`config.mk`:
```
export PLATFORM = sky130hd
export DESIGN_NAME = lwm_sqrt
export DESIGN_NICKNAME = d
export VERILOG_FILES = /design/src/rtl/lwm_pkg.sv /design/src/rtl/lwm_sqrt.sv
export SDC_FILE = /design/constraint.sdc
export NUM_CORES = 1
export LEC_CHECK = 0
export BUFFER_PORTS_ARGS = -buffer_cell sky130_fd_sc_hd__buf_2
export CAP_MARGIN = 40
export CORE_UTILIZATION = 51
export CTS_BUF_LIST = sky130_fd_sc_hd__clkbuf_4 sky130_fd_sc_hd__clkbuf_8 sky130_fd_sc_hd__clkbuf_16
export CTS_CLUSTER_DIAMETER = 150
export DETAILED_ROUTE_END_ITERATION = 10
export GPL_ROUTABILITY_DRIVEN = 0
export GPL_TIMING_DRIVEN = 0
export PLACE_DENSITY = 0.75
export SLEW_MARGIN = 0
export SYNTH_ARGS = -nofsm -noshare
export SYNTH_HDL_FRONTEND = slang
export SYNTH_SLANG_ARGS = --single-unit
export TNS_END_PERCENT = 50
```
`constraint.sdc`:
```
create_clock -name clk -period 2.8 [get_ports clk]
set_input_delay 0.42 -clock clk [delete_from_list [all_inputs] [get_ports clk]]
set_output_delay 0.42 -clock clk [all_outputs]
set_load 0.01 [all_outputs]
```
`src/rtl/lwm_pkg.sv`:
```
// ----------------------------------------------------------------------------
// lwm_pkg: shared types, constants and helpers of the local weighted mean warp
// Holds the request and result structs, the sequencer state codes, the Q32.32
// constants and the saturating add, subtract and magnitude helpers.
// ----------------------------------------------------------------------------
package lwm_pkg;

	localparam int CONTROL_POINTS_DEF   = 64;
	localparam int MAX_REFINE_STEPS_DEF = 100;
	localparam int WORDS_PER_POINT      = 15;

	localparam logic [3:0] WORD_CX  = 4'd0;
	localparam logic [3:0] WORD_CY  = 4'd1;
	localparam logic [3:0] WORD_RAD = 4'd2;
	localparam logic [3:0] WORD_U0  = 4'd3;
	localparam logic [3:0] WORD_V0  = 4'd9;

	localparam logic FUNC_LOAD  = 1'b0;
	localparam logic FUNC_XFORM = 1'b1;

	// Register index as seen on paddr[2].
	localparam logic REG_ACTIVE_POINTS = 1'b0;
	localparam logic [6:0] ACTIVE_POINTS_RST = 7'd64;

	localparam logic signed [63:0] Q_ONE         = 64'sh0000_0001_0000_0000;
	localparam logic signed [63:0] Q_TWO         = 64'sh0000_0002_0000_0000;
	localparam logic signed [63:0] Q_THREE       = 64'sh0000_0003_0000_0000;
	localparam logic signed [63:0] Q_HALF        = 64'sh0000_0000_8000_0000;
	localparam logic signed [63:0] Q_FOUR_FIFTHS = 64'sh0000_0000_CCCC_CCCD;
	localparam logic signed [63:0] Q_EPS         = 64'sh0000_0000_0000_10C7;
	localparam logic signed [63:0] Q_MAX         = 64'sh7FFF_FFFF_FFFF_FFFF;
	localparam logic signed [63:0] Q_MIN         = 64'sh8000_0000_0000_0000;

	typedef struct packed {
		logic               func;
		logic               table_sel;
		logic [5:0]         entry;
		logic [3:0]         word_sel;
		logic signed [63:0] word_value;
		logic signed [63:0] point_x;
		logic signed [63:0] point_y;
		logic               use_inverse;
		logic               refine;
	} lwm_req_t;

	typedef struct packed {
		logic signed [63:0] out_x;
		logic signed [63:0] out_y;
		logic               covered;
	} lwm_rsp_t;

	// Operation request to a shared arithmetic unit.
	typedef struct packed {
		logic               go;
		logic signed [63:0] a;
		logic signed [63:0] b;
	} lwm_op_t;

	typedef enum logic [4:0] {
		ST_IDLE, ST_W_XY, ST_W_X2, ST_W_Y2, ST_W_PT, ST_W_RAD, ST_W_E0, ST_W_E1,
		ST_D_DX, ST_D_DY, ST_D_SQ, ST_W_R, ST_W_R2, ST_W_R3, ST_W_W3, ST_W_W2,
		ST_W_C0, ST_W_CRD, ST_W_CMUL, ST_W_ACC, ST_W_END, ST_W_DIVU, ST_W_DIVV,
		ST_W_RET, ST_R_LOOP, ST_R_MX, ST_R_MY, ST_R_CMP, ST_R_SHRINK, ST_R_K,
		ST_DONE
	} lwm_state_t;

	// Who called the warp walk.
	typedef enum logic [1:0] {WC_MAIN, WC_FIRST, WC_TRY} lwm_wctx_t;

	// Who called the distance sequence.
	typedef enum logic [1:0] {DC_WARP, DC_FIRST, DC_TRY} lwm_dctx_t;

	function automatic logic signed [63:0] sat_add(logic signed [63:0] a,
	                                               logic signed [63:0] b);
		logic signed [63:0] s;
		s = a + b;
		if (!a[63] && !b[63] && s[63]) return Q_MAX;
		if (a[63] && b[63] && !s[63]) return Q_MIN;
		return s;
	endfunction

	function automatic logic signed [63:0] sat_sub(logic signed [63:0] a,
	                                               logic signed [63:0] b);
		logic signed [63:0] s;
		s = a - b;
		if (!a[63] && b[63] && s[63]) return Q_MAX;
		if (a[63] && !b[63] && !s[63]) return Q_MIN;
		return s;
	endfunction

	function automatic logic [63:0] mag(logic signed [63:0] a);
		return a[63] ? 64'(-a) : 64'(a);
	endfunction

	// Signs a 96-bit magnitude and saturates it to the signed 64-bit range.
	function automatic logic signed [63:0] sat_mag(logic neg, logic [95:0] m);
		if (m[95:63] != '0) return neg ? Q_MIN : Q_MAX;
		return neg ? -$signed(m[63:0]) : $signed(m[63:0]);
	endfunction

endpackage

```
`src/rtl/lwm_sqrt.sv`:
```
// ----------------------------------------------------------------------------
// lwm_sqrt: shared Q32.32 square root
// Digit-by-digit root of the value shifted left by 32, two radicand bits per
// cycle; a value at or below zero gives zero.
// ----------------------------------------------------------------------------
module lwm_sqrt import lwm_pkg::*; (
	input  logic               clk,
	input  logic               arst_n,
	input  lwm_op_t            op,
	output logic               done,
	output logic signed [63:0] y
);

	logic [95:0] x_q;
	logic [51:0] rem_q;
	logic [47:0] root_q;
	logic [5:0]  cnt_q;
	logic        run_q;
	logic        done_q;
	logic [51:0] r4;
	logic [51:0] trial;
	logic        ge;

	always_comb begin
		r4    = {rem_q[49:0], x_q[95:94]};
		trial = {2'b00, root_q, 2'b01};
		ge    = r4 >= trial;
	end

	always_ff @(posedge clk or negedge arst_n) begin
		if (!arst_n) begin
			run_q  <= 1'b0;
			cnt_q  <= '0;
			done_q <= 1'b0;
		end else begin
			done_q <= run_q && (cnt_q == 6'd47);
			if (op.go) begin
				run_q <= 1'b1;
				cnt_q <= '0;
			end else if (run_q) begin
				cnt_q <= cnt_q + 6'd1;
				if (cnt_q == 6'd47) begin
					run_q <= 1'b0;
				end
			end
		end
	end

	always_ff @(posedge clk) begin
		if (op.go) begin
			x_q    <= (!op.a[63] && op.a != '0) ? {op.a, 32'b0} : '0;
			rem_q  <= '0;
			root_q <= '0;
		end else if (run_q) begin
			rem_q  <= ge ? r4 - trial : r4;
			root_q <= {root_q[46:0], ge};
			x_q    <= {x_q[93:0], 2'b00};
		end
	end

	assign done = done_q;
	assign y    = $signed({16'b0, root_q});

endmodule

```
==> flow_summary_export.csv, run 1 <==
group,metric,value,unit
pwr,ir_worst_vdd,741,uV
layout,drive_above_1_share,33.6,%
die,dieArea,21000,um2
clock_network,root_buffer,"clkbuf_16",
timing,final_hold_viol_count,0,
timing,timing_max_transition_violations_final,0,
timing,setup_viol,40,
clock_network,numCtsBuffers,17,
critical_path,worstSetupPathType,"reg -> reg",
critical_path,cp_cell_sequence,"inv_2 -> ha_4 -> buf_6 -> a21o_1 -> a21oi_1 -> a311oi_2 -> buf_4 -> o21ai_4 -> a21oi_4 -> a311oi_4 -> o21ai_1 -> xnor2_1 -> o21ai_1",
drt,wire_per_inst,19.1,um
critical_path,critPathMaxStageDelay,0.49,ns
clock_network,clock-sinks,170,
clock_network,h-tree-depth,4,
global_route,grt_pass1_vias,9253,
synthesis,syn_area,10400,um2
run_status,status,"finished with violations",
drt,route.detailed.drc,0,
global_route,grt_usage,27.0,%
run_status,violations,"negative setup slack",
global_route,grt_overflow,0,
drt,vias,10300,
drt,firstDrtPassIters,9,
critical_path,startpoint,"root_q[10]",
global_route,antenna_found_initial,0,
drt,drt-vias-per-instance,5.96,
critical_path,arrival,3.63,ns
synthesis,synthArstFlopShare,4.71,%
critical_path,r2r_start,"root_q[10]",
synthesis,yosysWarnings,0,
timing,tightest_slew,0.829,ns
drt,drtAntennaViolNets,0,
clock_network,clockBufferDepth,2,
layout,seq_area,4150,um2
critical_path,crit_family,"compound AO/OA/AOI/OAI gates",
place,dp_slack,-0.537,ns
worst_hold_path,hold_class,"in -> reg",
critical_path,worstPathMaxFanout,4,
layout,fillCellCount,1354,
layout,final_area,14000,um2
layout,final_nets,1629,
clock_network,cts_tree,"done",
layout,mostFrequentLayoutCells,"inv_1 (117), buf_2 (117), nor2_1 (113), buf_4 (105), nand2_1 (101)",
critical_path,end_kind,"flip-flop",
layout,antenna_cells,0,
clock_network,clock_latency,0.45,ns
die,rows,51,
synthesis,synthCells,1205,
timing,layout_worst_path_cycle_share,118,%
drt,wirelength,32900,um
synthesis,synthDistinctLibCells,77,
critical_path,cp_num_cells,13,
timing,min_period,3.29,ns
critical_path,cp-start-kind,"flip-flop",
drt,drtIter0Drc,1325,
job,drv_cap,0,
global_route,grt_max_degree,37,
die,ios,196,
timing,fmax,0.304,GHz
layout,area_delta_synth_final,34.1,%
die,die_height,145,um
synthesis,synth_seq_cells,170,
global_route,grt_pass1_wl,45900,um
layout,multi_input_area,6540,um2
place,placed_area,11400,um2
timing,fin_hold_ws,0.251,ns
timing,rsz0062_at_grt,"true",
critical_path,reg2reg_to,"rem_q[45]",
die,initial_utilization,52.7,%
synthesis,syn_area_per_cell,8.65,um2
timing,fin_tns_setup,-4.30,ns
critical_path,critical-path-slowest-cell,"a21oi_1",
clock_network,clkTransAtPathRegs,0.08,ns
critical_path,r2r_setup_slack,-0.49,ns
critical_path,setup.worst_path.end,"rem_q[45]",
place,dp_hpwl,19200,um
synthesis,synthFlopType,"dfxtp_1",
layout,instances_no_fill,1725,
timing,slew_headroom,44.7,%
die,core,19800,um2
place,io_buffers,114,
critical_path,required,3.13,ns
critical_path,crit_top_cell,"o21ai_1",
timing,finClkSkew,0.0120,ns
pwr,power.density,1170,nW/um2
die,chipWidth,145,um
synthesis,synth_edf_count,64,
timing,setup_ws,-0.493,ns
critical_path,path_buf_inv,3,
critical_path,r2r_cells,13,
synthesis,ys_seq_area_share,39.2,%
place,dp.cells,1601,
pwr,leakage,6.29,nW
area by class of cell:
type	instances	area share, %
buffer	74	3.48
clock inverter	15	1.17
timing repair buffer	212	9.97
clock buffer	17	3.04
multi-input combinational	842	46.8
sequential	170	29.7
inverter	130	3.49
tap	265	2.37
per-layer routing:
metal  track usage (%)  vias up  part of all wire (%)
met5                 0        -                     0
met4              10.1        0                   5.3
met3              5.63      173                   8.6
met2              44.0      625                    47
met1              35.0     4804                    39
li1                  -     4687                     -
cells by family after synthesis:
group,after synthesis,synth area share (%)
and+or+nand+nor,329,14.6
AOI/OAI and AO/OA,315,19.3
buffers and inverters,208,8.75
DFF,170,39.2
muxes,83,8.00
adders and majority gates,51,6.12
xor gates and xnor gates,48,4.10
other,1,0.0360
worst reg2reg max path: cells and delay by family (launching register included):
kind / cells / cell delay, ns
AOI/OAI and AO/OA: 8 / 1.94
buffers and inverters: 3 / 0.41
DFF: 1 / 0.37
adders and majority gates: 1 / 0.23
xor gates and xnor gates: 1 / 0.22
power by group:
part	switching (mW)	total [mW]	leakage [nW]	internal (mW)
logic	5.60	10.6	4.32	5.02
clock network	1.20	2.40	0.290	1.20
registers	0.372	3.34	1.68	2.97
total	7.17	16.4	6.29	9.19
registers in the layout, summed over array words and instances, names as in the netlist:
signal  flops
x_q        64
rem_q      50
root_q     48
cnt_q       6
done        1
run_q       1
cell usage after synthesis (8+ instances only):
library cell	n	share of area [%]
dfxtp_1	98	19
o211ai_1	9	0.65
buf_4	19	1.4
inv_1	130	4.7
mux2i_1	80	7.7
ha_1	51	6.1
nand4_1	19	1.1
nor4_1	20	1.2
a21o_1	27	1.9
buf_2	11	0.53
o21ai_1	16	0.77
nand3_1	14	0.67
a211oi_1	35	2.5
edfxtp_1	64	18
clkbuf_1	36	1.3
dfrtp_1	8	1.9
a31oi_1	9	0.54
o21ai_0	96	4.6
nand2b_1	13	0.78
nor3_1	8	0.38
nand2_1	107	3.9
xnor2_1	26	2.2
a21oi_1	68	3.3
nor2_1	119	4.3
xor2_1	21	1.8
through the flow:
| stage | power [mW] | utilization [%] |
|---|---|---|
| 3_3_place_gp | 9.94 | 57.6 |
| 2_1_floorplan | 8.68 | - |
| 5_1_grt | 17.1 | 70.7 |
| 3_5_place_dp | 10.1 | 57.7 |
| 4_1_cts | 13.8 | 65.7 |
| 6_report | 16.4 | 70.7 |
worst min-delay path by stage:
stage / to / slack [ns] / cells past startpoint / start
floorplan: cnt_q[0] / 0.12 / 0 / arst_n
global placement: done / 0.27 / 1 / arst_n
detailed placement: done / 0.27 / 1 / arst_n
CTS: x_q[78] / 0.25 / 3 / op[110]
global route: x_q[79] / 0.26 / 3 / op[111]
finish: x_q[78] / 0.25 / 3 / op[110]
timing repair:
item / 4_1_cts / 5_1_grt
cloned: 1 / 3
hold buffers: 1 / 0
endpoints found under the setup margin: 50 / 50
pin swaps: 37 / 72
resized for setup: 135 / 145
endpoints found under the hold margin: 8 / 0
buffers inserted: 55 / 37
(Power assumes the default switching activity.)
==> run 2: changes to the inputs <==
- CELL_PAD_IN_SITES_DETAIL_PLACEMENT: unset -> 1
- CELL_PAD_IN_SITES_GLOBAL_PLACEMENT: unset -> 2
- CORE_UTILIZATION: 51 -> 30
- PLACE_DENSITY: 0.75 -> 0.74
==> flow_summary_export.csv, run 2 (synthesized netlist as in run 1, its figures left out) <==
group,metric,value,unit
drt,wirelength,33900,um
clock_network,clock_latency,0.46,ns
timing,timing_max_transition_violations_final,0,
timing,final_hold_viol_count,0,
drt,route.detailed.drc,0,
critical_path,r2r_setup_slack,-0.007,ns
drt,top_layer,"met4",
critical_path,required,3.12,ns
die,initial_utilization,30.8,%
timing,fin_tns_setup,-0.00743,ns
drt,drt-vias-per-instance,5.03,
place,io_buffers,114,
critical_path,critical-path-slowest-cell,"dfxtp_2",
die,dieArea,35500,um2
place,dp.cells,1784,
global_route,antenna_found_initial,0,
place,dp_hpwl,23500,um
die,die_height,188,um
die,chipWidth,188,um
clock_network,clockBufferDepth,2,
layout,final_nets,1631,
drt,wire_per_inst,17.8,um
clock_network,clkTransAtPathRegs,0.08,ns
timing,layout_worst_path_cycle_share,100,%
timing,fmax,0.356,GHz
critical_path,cp-start-kind,"flip-flop",
worst_hold_path,hold_end,"x_q[70]",
timing,min_period,2.81,ns
critical_path,r2r_start,"root_q[44]",
drt,drtIter0Drc,406,
job,drv_cap,0,
global_route,grt_overflow,0,
run_status,violations,"negative setup slack",
global_route,grt_pass1_wl,53600,um
layout,largest_register_ff_count,64,
drt,met2_length,16000,um
clock_network,root_buffer,"clkbuf_16",
drt,firstDrtPassIters,4,
worst_hold_path,min_path_cells,3,
timing,tightest_slew,0.893,ns
critical_path,end_kind,"flip-flop",
drt,vias,9599,
die,ios,196,
timing,finClkSkew,0.0187,ns
drt,drtAntennaViolNets,0,
drt,route.met3.wl,1290,um
critical_path,critPathMaxStageDelay,0.34,ns
worst_hold_path,hold_class,"in -> reg",
critical_path,worstSetupPathType,"reg -> reg",
drt,wl_met1,16200,um
layout,mostFrequentLayoutCells,"buf_2 (116), inv_1 (115), nor2_1 (111), buf_4 (110), nand2_1 (100)",
worst_hold_path,hp-start,"op[102]",
die,rows,67,
clock_network,clock-sinks,170,
pwr,leakage,6.32,nW
layout,area_delta_synth_final,38.3,%
clock_network,numCtsBuffers,17,
timing,rsz0062_at_grt,"true",
pwr,ir_worst_vdd,576,uV
layout,drive_above_1_share,36.6,%
critical_path,reg2reg_to,"rem_q[16]",
pwr,p_total,16.4,mW
global_route,grt_max_degree,34,
pwr,power.density,1140,nW/um2
layout,final_common_cell,"buf_2",
timing,setup_ws,-0.00743,ns
global_route,grt_usage,19.0,%
layout,largest_register,"x_q",
critical_path,crit_top_cell,"buf_12",
critical_path,worstPathMaxFanout,6,
layout,antenna_cells,0,
critical_path,arrival,3.13,ns
layout,instances_no_fill,1910,
run_status,status,"finished with violations",
global_route,grt_pass1_vias,9817,
timing,slew_headroom,40.3,%
die,core,33900,um2
timing,setup_viol,1,
place,dp_slack,-0.770,ns
critical_path,r2r_cells,13,
clock_network,cts_tree,"done",
critical_path,cp_cell_sequence,"inv_1 -> ha_4 -> nand4_1 -> nor3b_4 -> nand4_4 -> o31ai_4 -> a221oi_2 -> o311ai_4 -> buf_6 -> buf_12 -> buf_12 -> mux2i_2 -> a211oi_2",
clock_network,h-tree-depth,4,
layout,reg_top3,"x_q x64, rem_q x50, root_q x48",
layout,fillCellCount,3918,
==> run 2: routing by layer <==
metal | GRT usage (%) | up-vias
met1 | 25.8 | 4695
met2 | 31.0 | 196
met5 | 0 | -
li1 | - | 4676
met3 | 3.11 | 32
met4 | 5.21 | 0
==> run 2: worst max-delay path: cells and delay by family (launching register included) <==
kind / cells / cell delay, ns
and+or+nand+nor: 3 / 0.70
muxes: 1 / 0.25
DFF: 1 / 0.34
buffers and inverters: 4 / 0.54
adders and majority gates: 1 / 0.28
AOI/OAI and AO/OA: 4 / 0.55
==> run 2: per-stage QoR <==
stage                     util, %  hold WS (ns)  instance area [um2]
final                        42.6         0.244                14400
after global routing         42.6         0.244                14400
after CTS                    39.7         0.224                13400
after detailed placement     34.4         0.281                11600
after global placement       34.3         0.279                11600
after floorplan                 -         0.124                10500
==> run 2: what timing repair did <==
| item | in CTS | in global routing |
|---|---|---|
| gates cloned | 1 | 3 |
| endpoints found under the setup margin | 51 | 50 |
| setup buffers | 56 | 41 |
| hold buffers | 1 | 0 |
| hold endpoints to repair | 8 | 0 |
| resized for setup | 186 | 153 |
| pin swaps | 67 | 51 |
==> run 2: worst max path at each step <==
stage	cells after the start	from	slack (ns)	endpoint
2_1_floorplan	11	root_q[19]	0.11	rem_q[49]
3_3_place_gp	3	op[128]	-0.95	x_q[50]
3_5_place_dp	12	root_q[0]	-0.77	rem_q[49]
4_1_cts	13	root_q[0]	-0.08	rem_q[49]
5_1_grt	14	root_q[8]	-0.17	rem_q[38]
6_report	13	root_q[44]	-0.007	rem_q[16]
==> run 2: cell type report <==
| class | count | area (um2) | share of cell area, % |
|---|---|---|---|
| Buffer | 70 | 453 | 3.14 |
| Clock buffer | 18 | 433 | 3.00 |
| Clock inverter | 14 | 143 | 0.989 |
| Inverter | 130 | 488 | 3.38 |
| Multi-Input combinational cell | 842 | 6720 | 46.6 |
| Sequential cell | 170 | 4180 | 29.0 |
| Tap cell | 448 | 561 | 3.89 |
| Timing Repair Buffer | 218 | 1440 | 10.0 |
==> run 2: power breakdown <==
group	total (mW)	switching, mW	internal [mW]	leakage [nW]
logic	10.6	5.36	5.26	4.35
clock network	2.44	1.24	1.20	0.286
registers	3.36	0.385	2.98	1.68
total	16.4	6.98	9.44	6.32
==> run 3: changes to the inputs <==
- CORE_UTILIZATION: 30 -> 36
- PLACE_DENSITY: 0.74 -> 0.84
- SKIP_CTS_REPAIR_TIMING: unset -> 1
- clock period: 2.8 -> 3.55 ns (I/O delays scaled with it)
==> flow_summary_export.csv, run 3 (synthesized netlist as in run 1, its figures left out) <==
group,metric,value,unit
layout,final_common_cell,"inv_1",
drt,wire_per_inst,17.2,um
critical_path,critPathMaxStageDelay,0.60,ns
place,placed_area,11600,um2
job,drv_cap,0,
clock_network,cts_tree,"done",
critical_path,r2r_start,"root_q[8]",
die,die_height,172,um
timing,setup_viol,0,
pwr,power.density,835,nW/um2
clock_network,clock-sinks,170,
die,initial_utilization,37.0,%
clock_network,clock_latency,0.45,ns
timing,finClkSkew,0.0192,ns
layout,final_nets,1540,
global_route,grt_overflow,0,
layout,largest_register_ff_count,64,
layout,reg_top3,"x_q x64, rem_q x50, root_q x48",
pwr,leakage,5.68,nW
global_route,antenna_found_initial,1,
worst_hold_path,hold_class,"in -> reg",
timing,final_hold_viol_count,0,
drt,drtAntennaViolNets,0,
global_route,grt_max_degree,25,
clock_network,h-tree-depth,4,
clock_network,root_buffer,"clkbuf_16",
critical_path,r2r_setup_slack,0.23,ns
layout,area_delta_synth_final,17.4,%
layout,fillCellCount,3417,
global_route,grt_pass1_wl,48800,um
drt,route.detailed.drc,0,
layout,mostFrequentLayoutCells,"inv_1 (129), buf_2 (126), nor2_1 (119), nand2_1 (107), dfxtp_1 (97)",
global_route,grt_pass1_vias,9364,
worst_hold_path,min_path_cells,3,
timing,rsz0062_at_grt,"true",
critical_path,cp-start-kind,"flip-flop",
layout,largest_register,"x_q",
timing,fin_tns_setup,0,ns
die,rows,61,
clock_network,numCtsBuffers,17,
critical_path,reg2reg_to,"rem_q[4]",
die,dieArea,29700,um2
critical_path,end_kind,"flip-flop",
timing,timing_max_transition_violations_final,0,
drt,vias,9054,
critical_path,startpoint,"root_q[8]",
drt,drt-vias-per-instance,5.18,
drt,route.met3.wl,1150,um
critical_path,cp_cell_sequence,"inv_1 -> ha_1 -> buf_2 -> nand3_1 -> a21oi_1 -> o21ai_2 -> a21oi_4 -> a31oi_2 -> o311ai_4 -> clkbuf_1 -> o21ai_1 -> a211oi_1",
drt,drtIter0Drc,417,
clock_network,clockBufferDepth,2,
critical_path,arrival,3.68,ns
layout,antenna_cells,0,
critical_path,r2r_cells,12,
critical_path,critical-path-slowest-cell,"clkbuf_1",
drt,met2_length,14100,um
die,ios,196,
critical_path,required,3.91,ns
timing,min_period,3.32,ns
drt,wl_met1,14300,um
timing,tightest_slew,0.803,ns
worst_hold_path,hold_end,"x_q[48]",
drt,firstDrtPassIters,5,
critical_path,worstPathMaxFanout,10,
place,io_buffers,114,
place,dp_hpwl,22900,um
die,chipWidth,172,um
timing,layout_worst_path_cycle_share,93.5,%
layout,drive_above_1_share,15.8,%
pwr,ir_worst_vdd,359,uV
run_status,status,"complete, no violations",
timing,fmax,0.301,GHz
worst_hold_path,hp-start,"op[80]",
drt,wirelength,30100,um
clock_network,clkTransAtPathRegs,0.09,ns
critical_path,worstSetupPathType,"reg -> reg",
timing,slew_headroom,46.4,%
drt,top_layer,"met5",
layout,final_area,12200,um2
die,core,28200,um2
global_route,grt_usage,21.1,%
run 3: cell types whose count changed in the layout (fill, tap and decap cells not counted), sizes merged:
| cell | delta |
|---|---|
| clkinv | +2 |
| inv | -1 |
| buf | -89 |
| clkbuf | -3 |
run 3: area by class of cell:
cell class / count / area, um2 / share of cell area (%)
Multi-Input combinational cell: 842 / 5500 / 44.9
Sequential cell: 170 / 4090 / 33.4
Timing Repair Buffer: 119 / 641 / 5.23
Inverter: 130 / 488 / 3.98
Tap cell: 378 / 473 / 3.86
Clock buffer: 17 / 425 / 3.47
Buffer: 78 / 424 / 3.46
Clock inverter: 15 / 216 / 1.77
run 3: layer usage:
metal | vias to the layer above | GRT usage [%]
li1 | 4495 | -
met1 | 4336 | 28.3
met2 | 181 | 34.9
met3 | 40 | 3.48
met4 | 2 | 5.50
met5 | - | 0
run 3: worst max-delay path by stage:
stage,slack [ns],to,cells past startpoint
after floorplan,0.86,rem_q[49],11
after global placement,-0.17,x_q[54],3
after detailed placement,-0.04,rem_q[49],12
after CTS,-0.10,rem_q[49],12
after global routing,-0.05,rem_q[4],12
final,0.23,rem_q[4],12
run 3: metrics by stage:
| step | instances | power, mW | worst slack, ns | util (%) | hold WS, ns |
|---|---|---|---|---|---|
| after floorplan | 1220 | 6.84 | 0.860 | - | 0.237 |
| after global placement | 1712 | 8.08 | -0.173 | 40.9 | 0.387 |
| after detailed placement | 1715 | 8.18 | -0.0429 | 41.1 | 0.385 |
| after CTS | 1747 | 10.3 | -0.102 | 43.4 | -0.0950 |
| after global routing | 1749 | 11.0 | -0.0524 | 43.5 | 0.370 |
| final | 1749 | 10.2 | 0.231 | 43.5 | 0.372 |
run 3: power by group:
group,switching [mW],internal [mW],leakage [nW]
clock,1.03,0.991,0.309
sequential,0.218,2.33,1.65
combinational,3.27,2.39,3.71
run 3: critical path, delay by kind of cell, from the launching register on:
family	cells	cell delay, ns
simple gates	1	0.17
buf+inv	3	0.85
flops	1	0.37
compound gates	7	1.58
fa+ha+maj	1	0.26
