===== src/rtl/lwm_pkg.sv =====
// ----------------------------------------------------------------------------
// lwm_pkg: shared types, constants and helpers of the local weighted mean warp
// Holds the request and result structs, the sequencer state codes, the Q32.32
// constants and the saturating add, subtract and magnitude helpers.
// ----------------------------------------------------------------------------
package lwm_pkg;

	localparam int CONTROL_POINTS_DEF   = 64;
	localparam int MAX_REFINE_STEPS_DEF = 100;
	localparam int WORDS_PER_POINT      = 15;

	localparam logic [3:0] WORD_CX  = 4'd0;
	localparam logic [3:0] WORD_CY  = 4'd1;
	localparam logic [3:0] WORD_RAD = 4'd2;
	localparam logic [3:0] WORD_U0  = 4'd3;
	localparam logic [3:0] WORD_V0  = 4'd9;

	localparam logic FUNC_LOAD  = 1'b0;
	localparam logic FUNC_XFORM = 1'b1;

	// Register index as seen on paddr[2].
	localparam logic REG_ACTIVE_POINTS = 1'b0;
	localparam logic [6:0] ACTIVE_POINTS_RST = 7'd64;

	localparam logic signed [63:0] Q_ONE         = 64'sh0000_0001_0000_0000;
	localparam logic signed [63:0] Q_TWO         = 64'sh0000_0002_0000_0000;
	localparam logic signed [63:0] Q_THREE       = 64'sh0000_0003_0000_0000;
	localparam logic signed [63:0] Q_HALF        = 64'sh0000_0000_8000_0000;
	localparam logic signed [63:0] Q_FOUR_FIFTHS = 64'sh0000_0000_CCCC_CCCD;
	localparam logic signed [63:0] Q_EPS         = 64'sh0000_0000_0000_10C7;
	localparam logic signed [63:0] Q_MAX         = 64'sh7FFF_FFFF_FFFF_FFFF;
	localparam logic signed [63:0] Q_MIN         = 64'sh8000_0000_0000_0000;

	typedef struct packed {
		logic               func;
		logic               table_sel;
		logic [5:0]         entry;
		logic [3:0]         word_sel;
		logic signed [63:0] word_value;
		logic signed [63:0] point_x;
		logic signed [63:0] point_y;
		logic               use_inverse;
		logic               refine;
	} lwm_req_t;

	typedef struct packed {
		logic signed [63:0] out_x;
		logic signed [63:0] out_y;
		logic               covered;
	} lwm_rsp_t;

	// Operation request to a shared arithmetic unit.
	typedef struct packed {
		logic               go;
		logic signed [63:0] a;
		logic signed [63:0] b;
	} lwm_op_t;

	typedef enum logic [4:0] {
		ST_IDLE, ST_W_XY, ST_W_X2, ST_W_Y2, ST_W_PT, ST_W_RAD, ST_W_E0, ST_W_E1,
		ST_D_DX, ST_D_DY, ST_D_SQ, ST_W_R, ST_W_R2, ST_W_R3, ST_W_W3, ST_W_W2,
		ST_W_C0, ST_W_CRD, ST_W_CMUL, ST_W_ACC, ST_W_END, ST_W_DIVU, ST_W_DIVV,
		ST_W_RET, ST_R_LOOP, ST_R_MX, ST_R_MY, ST_R_CMP, ST_R_SHRINK, ST_R_K,
		ST_DONE
	} lwm_state_t;

	// Who called the warp walk.
	typedef enum logic [1:0] {WC_MAIN, WC_FIRST, WC_TRY} lwm_wctx_t;

	// Who called the distance sequence.
	typedef enum logic [1:0] {DC_WARP, DC_FIRST, DC_TRY} lwm_dctx_t;

	function automatic logic signed [63:0] sat_add(logic signed [63:0] a,
	                                               logic signed [63:0] b);
		logic signed [63:0] s;
		s = a + b;
		if (!a[63] && !b[63] && s[63]) return Q_MAX;
		if (a[63] && b[63] && !s[63]) return Q_MIN;
		return s;
	endfunction

	function automatic logic signed [63:0] sat_sub(logic signed [63:0] a,
	                                               logic signed [63:0] b);
		logic signed [63:0] s;
		s = a - b;
		if (!a[63] && b[63] && s[63]) return Q_MAX;
		if (a[63] && !b[63] && !s[63]) return Q_MIN;
		return s;
	endfunction

	function automatic logic [63:0] mag(logic signed [63:0] a);
		return a[63] ? 64'(-a) : 64'(a);
	endfunction

	// Signs a 96-bit magnitude and saturates it to the signed 64-bit range.
	function automatic logic signed [63:0] sat_mag(logic neg, logic [95:0] m);
		if (m[95:63] != '0) return neg ? Q_MIN : Q_MAX;
		return neg ? -$signed(m[63:0]) : $signed(m[63:0]);
	endfunction

endpackage


===== src/rtl/lwm_div.sv =====
// ----------------------------------------------------------------------------
// lwm_div: shared Q32.32 divider
// Restoring division of the magnitude shifted left by 32, one quotient bit
// per cycle, truncated toward zero and saturated.
// ----------------------------------------------------------------------------
module lwm_div import lwm_pkg::*; (
	input  logic               clk,
	input  logic               arst_n,
	input  lwm_op_t            op,
	output logic               done,
	output logic signed [63:0] y
);

	logic [63:0] ud_q;
	logic [95:0] num_q;
	logic [95:0] quo_q;
	logic [63:0] rem_q;
	logic [6:0]  cnt_q;
	logic        run_q;
	logic        done_q;
	logic        neg_q;
	logic [64:0] r2;
	logic        ge;

	always_comb begin
		r2 = {rem_q, num_q[95]};
		ge = r2 >= {1'b0, ud_q};
	end

	always_ff @(posedge clk or negedge arst_n) begin
		if (!arst_n) begin
			run_q  <= 1'b0;
			cnt_q  <= '0;
			done_q <= 1'b0;
		end else begin
			done_q <= run_q && (cnt_q == 7'd95);
			if (op.go) begin
				run_q <= 1'b1;
				cnt_q <= '0;
			end else if (run_q) begin
				cnt_q <= cnt_q + 7'd1;
				if (cnt_q == 7'd95) begin
					run_q <= 1'b0;
				end
			end
		end
	end

	always_ff @(posedge clk) begin
		if (op.go) begin
			ud_q  <= mag(op.b);
			num_q <= {mag(op.a), 32'b0};
			quo_q <= '0;
			rem_q <= '0;
			neg_q <= op.a[63] ^ op.b[63];
		end else if (run_q) begin
			rem_q <= ge ? 64'(r2 - {1'b0, ud_q}) : r2[63:0];
			quo_q <= {quo_q[94:0], ge};
			num_q <= {num_q[94:0], 1'b0};
		end
	end

	assign done = done_q;
	assign y    = sat_mag(neg_q, quo_q);

endmodule


===== config.mk =====
export PLATFORM = sky130hd
export DESIGN_NAME = lwm_div
export DESIGN_NICKNAME = d
export VERILOG_FILES = /design/src/rtl/lwm_pkg.sv /design/src/rtl/lwm_div.sv
export SDC_FILE = /design/constraint.sdc
export NUM_CORES = 1
export LEC_CHECK = 0
export BUFFER_PORTS_ARGS = -buffer_cell sky130_fd_sc_hd__buf_2
export CORE_MARGIN = 3
export CORE_UTILIZATION = 45
export DETAILED_ROUTE_END_ITERATION = 6
export PLACE_DENSITY = 0.7
export SYNTH_ARGS = -nofsm -noshare
export SYNTH_HDL_FRONTEND = slang
export SYNTH_SLANG_ARGS = --single-unit

===== constraint.sdc =====
create_clock -name clk -period 5.2 [get_ports clk]
set_input_delay 1.04 -clock clk [delete_from_list [all_inputs] [get_ports clk]]
set_output_delay 1.04 -clock clk [all_outputs]
set_load 0.03 [all_outputs]

==> results of run 1 <==
==> registers in the layout (all words and copies together), names as in the netlist <==
| signal | cells |
|---|---|
| done | 1 |
| cnt_q | 7 |
| num_q | 64 |
| ud_q | 64 |
| run_q | 1 |
| rem_q | 64 |
| quo_q | 96 |
| neg_q | 1 |
==> worst max-delay path: stages (launching register included) <==
cell and delay [ns]:
dfxtp_2 0.35, or4_4 0.56, or4b_4 0.53, or4b_4 0.52, or2_2 0.36, nor3_4 0.20, nand2_1 0.16, nor4_4 0.21
a21o_1 0.15, nand2_1 0.04, o311ai_0 0.12, buf_4 0.24
==> where the power goes <==
part / leakage [nW] / switching [W] / internal, W / total (W)
Sequential: 2.70 / 0.000250 / 0.00282 / 0.00307
Combinational: 6.36 / 0.00296 / 0.00184 / 0.00480
Clock: 0.605 / 0.000987 / 0.00160 / 0.00259
Total: 9.66 / 0.00420 / 0.00626 / 0.0105
==> synth_stat cells, types with 28 or more instances <==
cell type	number
nor2_1	317
a21oi_1	175
nand2_1	166
dfxtp_1	160
mux2i_1	138
o21ai_0	135
edfxtp_1	129
clkbuf_1	125
xnor2_1	104
inv_1	98
xor2_1	95
ha_1	68
nor3_1	57
a211oi_1	55
o31ai_1	43
or3_1	37
a21o_1	36
nor4_1	31
o311ai_0	31
nand3_1	28
nand4_1	28
==> layout by cell type, fill, tap and decap left out, types with 19 or more instances in the layout <==
| cell | n |
|---|---|
| or4_1 | 19 |
| nor2_1 | 317 |
| xnor2_1 | 104 |
| o311ai_0 | 31 |
| o31ai_1 | 43 |
| ha_1 | 68 |
| o21ai_0 | 135 |
| nor4_1 | 30 |
| a211oi_1 | 55 |
| nand2_1 | 165 |
| a21oi_1 | 175 |
| clkbuf_16 | 40 |
| dfxtp_1 | 159 |
| nand4_1 | 28 |
| a21o_1 | 36 |
| edfxtp_1 | 129 |
| buf_2 | 190 |
| mux2i_1 | 138 |
| o41ai_1 | 21 |
| nor3_1 | 57 |
| or3_1 | 36 |
| nand3_1 | 28 |
| inv_1 | 97 |
| xor2_1 | 95 |
==> through the flow <==
| stage | total power [W] | setup WS, ns | cells | hold slack [ns] | util [%] |
|---|---|---|---|---|---|
| final | 0.0105 | 0.175 | 3017 | 0.341 | 52.4 |
| after global routing | 0.0112 | -0.000549 | 3017 | 0.332 | 52.4 |
| after CTS | 0.0104 | 0.00346 | 3016 | 0.313 | 52.3 |
| after detailed placement | 0.00777 | 0.328 | 2952 | 0.493 | 49.4 |
| after global placement | 0.00770 | 0.414 | 2952 | 0.474 | 49.4 |
| after floorplan | 0.00662 | 0.522 | 2312 | 0.451 | - |
==> area by class of cell <==
| type | instances | share of cell area (%) |
|---|---|---|
| Clock buffer | 50 | 4.84 |
| Inverter | 99 | 1.67 |
| Sequential cell | 298 | 32.8 |
| Multi-Input combinational cell | 1770 | 51.5 |
| Tap cell | 577 | 3.24 |
| Clock inverter | 14 | 0.718 |
| Timing Repair Buffer | 209 | 5.22 |
==> logic make-up (layout without fill, tap and decap cells) <==
kind of cell,count (synthesis),after routing,synth area share (%)
AND/OR/NAND/NOR,767,767,18.3
AO/OA/AOI/OAI,597,597,19.5
flip-flops,298,298,37.1
buffers and inverters,244,372,4.70
XOR/XNOR,199,199,8.86
multiplexers,138,138,7.02
adder cells (fa/ha/maj),69,69,4.43
==> timing repair <==
| item | in CTS | in global routing |
|---|---|---|
| gates resized for setup | 5 | 9 |
| gates cloned | 0 | 0 |
| endpoints found under the setup margin | 5 | 9 |
| pin swaps | 0 | 2 |
| hold buffers | 0 | 0 |
| setup buffers | 0 | 1 |
==> final timing paths <==
kind | startpoint | to | cells after the start
min in group clk | rem_q[38] | rem_q[38] | 2
max in group asynchronous | arst_n | run_q | 1
worst max-delay path | quo_q[26] | y[60] | 11
worst min register to register | rem_q[38] | rem_q[38] | 2
worst max register to register | ud_q[1] | rem_q[36] | 13
worst min-delay path | arst_n | cnt_q[2] | 1
==> layer usage <==
layer,global-route usage [%],vias up
li1,-,8601
met2,35.0,481
met5,0,-
met3,3.81,90
met1,28.1,8149
met4,6.10,2
==> run metrics, run 1 <==
Max clock buf depth 3; Setup Viol. Count Final 0; layout cells sized above 1 approximately an eighth; routability cong. about 0.94; layout overhead on the synthesized area 13.3%; I/O pin cnt a little under 200; syn_nets approximately 2500; prevailing post-synth register cell dfxtp_1; post-route ant nets 0; n_diodes 0; Max FO, Critical Path 8; Die Y roughly 220 um; Std-Cell Rows 75; drt pass-1 iters 5; min Tclk post-route 5.02 ns; Static Leak between 9 and 10 nW; H-tree Lvls 2; CTS root buf clkbuf_16; initial antenna violation count 2; max_cap viols 0; vias in the first global route about 17000; Setup Skew between 0.02 and 0.025 ns; total gr overflow 0; detailed-route wire length on metal 1 around 23000 um; first-pass GRT wire length just over 80000 um; Die Area 46200 um^2; vias per inst approximately 5.7; TritonCTS Buffers 36; status finished, final reports clean; Yosys top cell area share approximately a fifth; post-synth cell types between 70 and 80; register area share after synthesis between 30% and 40%; Max VDD drop between 0.3 and 0.4 mV; First DRT Iteration DRCs 1266; highest metal layer with signal wires met5; synthesized flop and latch total between 200 and 300; crit path DAT a little under 4 ns; Final Max Slew Viols 0; Register Area about 7300 um^2; Die X-Extent ~220 um; Vias around 17000; filler cell count 3976; final hold viol count 0; Worst Max-Slew Pin Slew 1.24 ns; initial core utilization between 40% and 50%; Post-Syn Instances roughly 2300; Async SR Flop Fraction between 3 and 4%; Avg WL per Cell between 15 and 20 um; Area after DPL 21000 um^2; Worst Setup End Kind primary output; Setup CP Type reg2out; EDFF count, synth approximately 130; relative slew slack between 10% and 20%; CTS tree done; Final nets approximately 2600; Startpoint Class flop; GRT Util Overall 21.0%; largest net degree at the start of global routing 202; YS warnings 0; DRC viols 0; Multi-input gate area 11500 um^2; synth top area cells edfxtp_1 (20%), dfxtp_1 (16%), mux2i_1 (7.0%); setup TNS after final layout 0 ns; P per Cell Area around 470 nW/um^2; Synth Cell Area roughly 20000 um^2; WP data required between 4 and 5 ns; clk slew on worst S/H paths about 0.060 ns; Fmax achieved 199 MHz; core area roughly 43000 um^2; Post-Layout Inst Area roughly 22000 um^2; met2 routed WL between 20000 and 25000 um; R2R Setup Slk slightly below 0.9 ns; Yosys top cell by area edfxtp_1; Syn Area/Cell between 8 and 9 um^2; Clock Latency Late Sink about 0.54 ns; met3 WL 2700 um; DPL Wire Length approximately 35000 um; Hold Path Class in2async; clock sinks between 200 and 300; final worst path period share a little over nine tenths; number of port buffers slightly below 200; final wirelength 50000 um
Note: power is estimated with default switching activity, not from simulation.
==> inputs of run 2 (changes only) <==
--- a/config.mk
+++ b/config.mk
@@ -6,10 +6,11 @@
 export NUM_CORES = 1
 export LEC_CHECK = 0
 export BUFFER_PORTS_ARGS = -buffer_cell sky130_fd_sc_hd__buf_2
+export CAP_MARGIN = 20
 export CORE_MARGIN = 3
 export CORE_UTILIZATION = 45
 export DETAILED_ROUTE_END_ITERATION = 6
-export PLACE_DENSITY = 0.7
+export PLACE_DENSITY = 0.73
 export SYNTH_ARGS = -nofsm -noshare
 export SYNTH_HDL_FRONTEND = slang
 export SYNTH_SLANG_ARGS = --single-unit
==> constraint.sdc (replaced) <==
create_clock -name clk -period 4.1 [get_ports clk]
set_input_delay 0.82 -clock clk [delete_from_list [all_inputs] [get_ports clk]]
set_output_delay 0.82 -clock clk [all_outputs]
set_load 0.03 [all_outputs]
==> run 2 against run 1 <==
Compared with the run above: the flow now finishes with violations (negative setup slack); die area did not move; final cell count increased by 2.9%; worst hold slack lost 0.22 ns; wire length is 4.4% higher; sequential cell count did not move; combinational power up 40%; sequential power up 27%; first-iteration DRC count is 28% higher; critical path depth unchanged; setup slack worse by 0.81 ns; largest power group unchanged; highest routed layer unchanged.
==> run metrics, run 2 (synthesis results as in run 1) <==
Worst Max-Slew Pin Slew 1.03 ns (-0.208 ns); layout overhead on the synthesized area 18.1%; I/O pin cnt 196 (unchanged); Final nets 2700 (+3.3%); Die Area 46200 um^2 (unchanged); Clock Latency Late Sink 0.55 ns (about the same); Setup CP Type reg2out; dpl cells 3029 (+2.6%); Static Leak 10.1 nW (+4.7%); total gr overflow 0 (unchanged); post-route insts no fill 3105 (+2.9%); flip-flop count of the largest register after layout 96 (unchanged); initial core utilization 46.3% (unchanged); most common cell after layout, fill and taps aside nor2_1; RSZ-0062 raised after global routing true; Fmax achieved between 200 and 250 MHz; final hold viol count 0 (unchanged); crit path DAT 3.92 ns (-0.06 ns); Reg2Reg Depth 13 (unchanged); max_cap viols 0 (unchanged); Tot Pwr 0.0136 W (+30%); P per Cell Area 586 nW/um^2 (+25%); Avg WL per Cell 16.8 um (+1.5%); Final Max Slew Viols 0 (unchanged); number of port buffers 195 (unchanged); post-route ant nets 0 (unchanged); largest net degree at the start of global routing 188 (-6.9%); CTS tree done; Biggest register quo_q; core area 42500 um^2 (unchanged); Hold Path Class in2async; First DRT Iteration DRCs 1621 (+28%); most frequent cells in the layout nor2_1 (313), a21oi_1 (173), buf_2 (165); Std-Cell Rows 75 (unchanged); Worst Setup End Kind primary output; WHS 0.119 ns (-0.222 ns); min Tclk post-route about 4.7 ns; Worst Setup EP y[51]; GRT Util Overall 21.6% (+0.58 points); initial antenna violation count 3 (+1); CTS root buf clkbuf_16; DRC viols 0 (unchanged); TritonCTS Buffers 34 (-5.6%); R2R Setup Slk 0.24 ns (-0.65 ns); drt pass-1 iters 6 (+1); status complete, but fails checks; Vias 17800 (+3.0%); routability cong. 0.935 (-0.96%); vias per inst 5.74 (about the same); WP data required 3.28 ns (-0.88 ns); Setup Viol. Count Final 27 (+27); final worst path period share 116%; crit path from quo_q[26]; final wirelength 52200 um (+4.4%); Setup Skew 0.0282 ns (+0.00523 ns); Startpoint Class flop; capturing point of the worst reg2reg path rem_q[14]; relative slew slack 31.5% (+14 points); Die X-Extent 215 um (unchanged); Max VDD drop 0.345 mV (+12%); vias in the first global route 16800 (+1.8%); Max FO, Critical Path 3 (-5); first-pass GRT wire length 84800 um (+2.6%); failing checks negative setup slack; DPL Wire Length 36900 um (+4.6%); clk slew on worst S/H paths 0.06 ns (about the same); Die Y 215 um (unchanged); layout cells sized above 1 17.3% (+4.7 points); clock sinks 298 (unchanged); worst r2r src ud_q[1]; Final WS setup -0.637 ns (-0.812 ns); H-tree Lvls 2 (unchanged); Max clock buf depth 3 (unchanged)
==> run 2: cell count changes in the layout (fill, tap and decap cells not counted), moves of 5 or more <==
cell and delta:
o21ai_1 +5, clkbuf_16 -6, o21ai_2 +7, nand2_1 -10
buf_4 +95, o311ai_0 -15, nand2_2 +9, o311ai_2 +7
o311ai_1 +8, buf_6 +14, o21ai_0 -12, buf_2 -25
==> run 2: through the flow <==
stage               setup slack [ns]  util (%)  TNS [ns]  area (um^2)
global placement              -0.283      50.9     -1.75        21700
floorplan                    -0.0972         -    -0.175        19700
finish                        -0.637      54.6    -12.69        23200
detailed placement            -0.378      50.9     -3.88        21700
CTS                           -0.606      54.2    -11.93        23000
global route                  -0.758      54.6    -16.27        23200
==> run 2: where the power goes <==
part	internal (W)	leakage, nW	switching [W]
Sequential	0.00358	2.70	0.000316
Clock	0.00171	0.529	0.00126
Combinational	0.00277	6.89	0.00397
Total	0.00806	10.1	0.00555
==> run 2: worst min-delay path by stage <==
stage              start   endpoint  depth (start not counted)
3_5_place_dp   rem_q[60]  rem_q[60]                          2
4_1_cts           arst_n   cnt_q[5]                          1
2_1_floorplan  rem_q[60]  rem_q[60]                          2
5_1_grt           arst_n   cnt_q[3]                          1
6_report          arst_n   cnt_q[4]                          1
3_3_place_gp   quo_q[95]  quo_q[95]                          2
==> run 2: what timing repair did <==
item	4_1_cts	5_1_grt
gates cloned	0	0
pin swaps	15	19
hold buffers	0	0
gates resized for setup	89	34
setup buffers	5	6
setup endpoints to repair	40	72
==> run 2: area by class of cell <==
| type | instances | area [um^2] |
|---|---|---|
| Antenna cell | 2 | 5.00 |
| Clock buffer | 44 | 908 |
| Clock inverter | 18 | 170 |
| Fill cell | 3844 | 19300 |
| Inverter | 99 | 372 |
| Multi-Input combinational cell | 1770 | 11800 |
| Sequential cell | 298 | 7310 |
| Tap cell | 577 | 722 |
| Timing Repair Buffer | 297 | 1970 |
==> run 2: routing by layer <==
metal  wire length, um  GRT usage (%)
met1             22800           28.6
met5                13              0
met2             24800           36.2
met3              3130           3.83
met4              1420           6.74
==> run 2: worst max-delay path: stages, from the launching register on <==
cell	delay (ns)
dfxtp_2	0.31
or4_4	0.53
or4b_4	0.51
or4b_4	0.51
or3_4	0.43
nor2_4	0.12
nand2_2	0.08
or3_4	0.39
a21oi_2	0.16
nor2_2	0.07
nor2_4	0.14
buf_6	0.14
==> inputs of run 3 (changes only) <==
--- a/config.mk
+++ b/config.mk
@@ -10,7 +10,7 @@
 export CORE_MARGIN = 3
 export CORE_UTILIZATION = 45
 export DETAILED_ROUTE_END_ITERATION = 6
-export PLACE_DENSITY = 0.73
+export PLACE_DENSITY = 0.64
 export SYNTH_ARGS = -nofsm -noshare
 export SYNTH_HDL_FRONTEND = slang
 export SYNTH_SLANG_ARGS = --single-unit
==> run 3 against run 2 <==
Compared with the run above: the run still ends with negative setup slack left; critical path depth unchanged; utilization up 0.36 points; clock-buffer cell count is 6 higher; global-route usage increased by 0.26 points; non-clock buffer count up 5; die area stayed put; final cell count up 0.23%; largest power group unchanged; highest routed layer is now met4.
==> run metrics, run 3 (synthesis results as in run 1) <==
status complete, but fails checks; failing checks negative setup slack; Worst Setup End Kind primary output; vias in the first global route 16600 (-1.0%); dpl cells 3041 (+0.40%); relative slew slack 29.2% (-2.3 points); P per Cell Area 585 nW/um^2 (-0.21%); Die Area 46200 um^2 (unchanged); Reg2Reg Depth 13 (unchanged); Max stage delay on crit path 0.53 ns (about the same); TritonCTS Buffers 36 (+5.9%); WP data required 3.28 ns (about the same); routability cong. 0.924 (-1.2%); post-route insts no fill 3112 (+0.23%); met3 WL 2790 um (-11%); CP cell instances or4_4 > or4b_4 > or4b_4 > or3_4 > nor2_4 > nand2_2 > or3_4 > a21oi_2 > nor2_2 > nor2_4 > buf_6; number of port buffers 195 (unchanged); GRT Util Overall 21.9% (+0.26 points); Worst Setup EP y[51]; layout overhead on the synthesized area 18.9%; Die X-Extent 215 um (unchanged); I/O pin cnt 196 (unchanged); Area after DPL 21700 um^2 (+0.30%); detailed-route wire length on metal 1 24700 um (+8.2%); Final WS setup -0.550 ns (+0.0869 ns); WHS 0.121 ns (+0.00259 ns); capturing point of the worst reg2reg path rem_q[58]; min Tclk post-route 4.65 ns (-0.0869 ns); crit path DAT 3.83 ns (-0.09 ns); flip-flop count of the largest register after layout 96 (unchanged); max_cap viols 0 (unchanged); Std-Cell Rows 75 (unchanged); Setup CP Type reg2out; post-route ant nets 0 (unchanged); Biggest register quo_q; most common cell after layout, fill and taps aside nor2_1; first-pass GRT wire length 85400 um (+0.71%); final wirelength 52700 um (+1.0%); Setup Viol. Count Final 28 (+3.7%); drt pass-1 iters 5 (-1); met2 routed WL 24100 um (-2.6%); Vias 17700 (-0.96%); Max FO, Critical Path 3 (unchanged); Startpoint Class flop; Die Y 215 um (unchanged); worst r2r src num_q[95]; largest net degree at the start of global routing 162 (-14%); Tot Pwr 0.0137 W (+0.44%); highest metal layer with signal wires met4; Fmax achieved 215 MHz (+1.9%); Stages on worst setup path 11 (unchanged); Max clock buf depth 3 (unchanged); H-tree Lvls 2 (unchanged); Max VDD drop 0.303 mV (-12%); layout cells sized above 1 17.8% (+0.54 points); Setup Skew 0.0138 ns (-0.0145 ns); Clock Latency Late Sink 0.55 ns (about the same); RSZ-0062 raised after global routing true; total gr overflow 0 (unchanged); Avg WL per Cell 16.9 um (+0.81%); Static Leak 10.2 nW (+0.59%); core area 42500 um^2 (unchanged); Hold-fix buffers, CTS 0 (unchanged); vias per inst 5.68 (-1.2%); CP bufs+invs 1 (unchanged); clock sinks 298 (unchanged); CTS tree done; Hold Path Class in2async; final worst path period share 113% (-2.1 points); Post-Layout Inst Area 23400 um^2 (+0.65%); clk slew on worst S/H paths 0.06 ns (about the same); Final nets 2707 (+0.26%); crit path from quo_q[26]; Final Max Slew Viols 0 (unchanged); Crit-path slowest cell or4_4; final hold viol count 0 (unchanged); CTS root buf clkbuf_16; Worst Max-Slew Pin Slew 1.06 ns (+0.0340 ns); initial core utilization 46.3% (unchanged); most frequent cells in the layout nor2_1 (313), a21oi_1 (173), buf_2 (164); DRC viols 0 (unchanged); filler cell count 3954 (+2.9%); First DRT Iteration DRCs 1272 (-22%); initial antenna violation count 2 (-1); R2R Setup Slk 0.27 ns (+0.03 ns); CP delay by family, top simple AND/OR/NAND/NOR gates; DPL Wire Length 37700 um (+2.2%)
[run 3: worst min-delay path by stage]
stage	endpoint	cells past startpoint
after floorplan	rem_q[60]	2
after global placement	quo_q[95]	2
after global routing	cnt_q[3]	1
final	cnt_q[2]	1
after detailed placement	quo_q[95]	2
after CTS	cnt_q[3]	1
[run 3: worst register-to-register path, cell delays in order (launching register included)]
cell and delay, ns:
edfxtp_1 0.42, inv_1 0.07, ha_1 0.21, fa_1 0.42
nor2b_1 0.19, o211ai_1 0.13, nand2_1 0.20, a31oi_1 0.23
a211oi_1 0.52, o2111ai_1 0.33, o21ai_0 0.52, a21oi_1 0.19
xor2_1 0.17, o22ai_1 0.14
[run 3: per-layer routing]
layer	GRT usage, %	vias up
li1	-	8767
met4	5.42	0
met3	3.66	82
met1	30.4	8361
met5	0	-
met2	35.7	457
[run 3: cell type report]
cell class	instances	area [um^2]	share of cell area, %
well taps	577	722	3.09
clock inverters	15	105	0.449
multi-input cells	1770	11900	50.8
repair buffers	302	1990	8.50
inverters	99	372	1.59
diodes	1	2.50	0.0107
flip-flops and latches	298	7310	31.3
clock buffers	50	1010	4.34
[run 3: metrics by stage]
step / setup TNS (ns) / setup WS [ns] / util (%)
after global placement: -1.92 / -0.279 / 51.1
after floorplan: -0.175 / -0.0972 / -
final: -10.47 / -0.550 / 55.0
after CTS: -10.76 / -0.583 / 54.6
after detailed placement: -3.11 / -0.333 / 51.1
after global routing: -14.44 / -0.682 / 55.0
[run 3: timing repair]
item,CTS,global route
resized for setup,103,40
buffers inserted,5,0
pin swaps,19,19
setup endpoints to repair,41,86
[run 3: where the power goes]
part | switching [W] | internal, W | total [W]
clock network | 0.00125 | 0.00179 | 0.00304
logic | 0.00397 | 0.00276 | 0.00673
registers | 0.000316 | 0.00358 | 0.00390
total | 0.00554 | 0.00814 | 0.0137
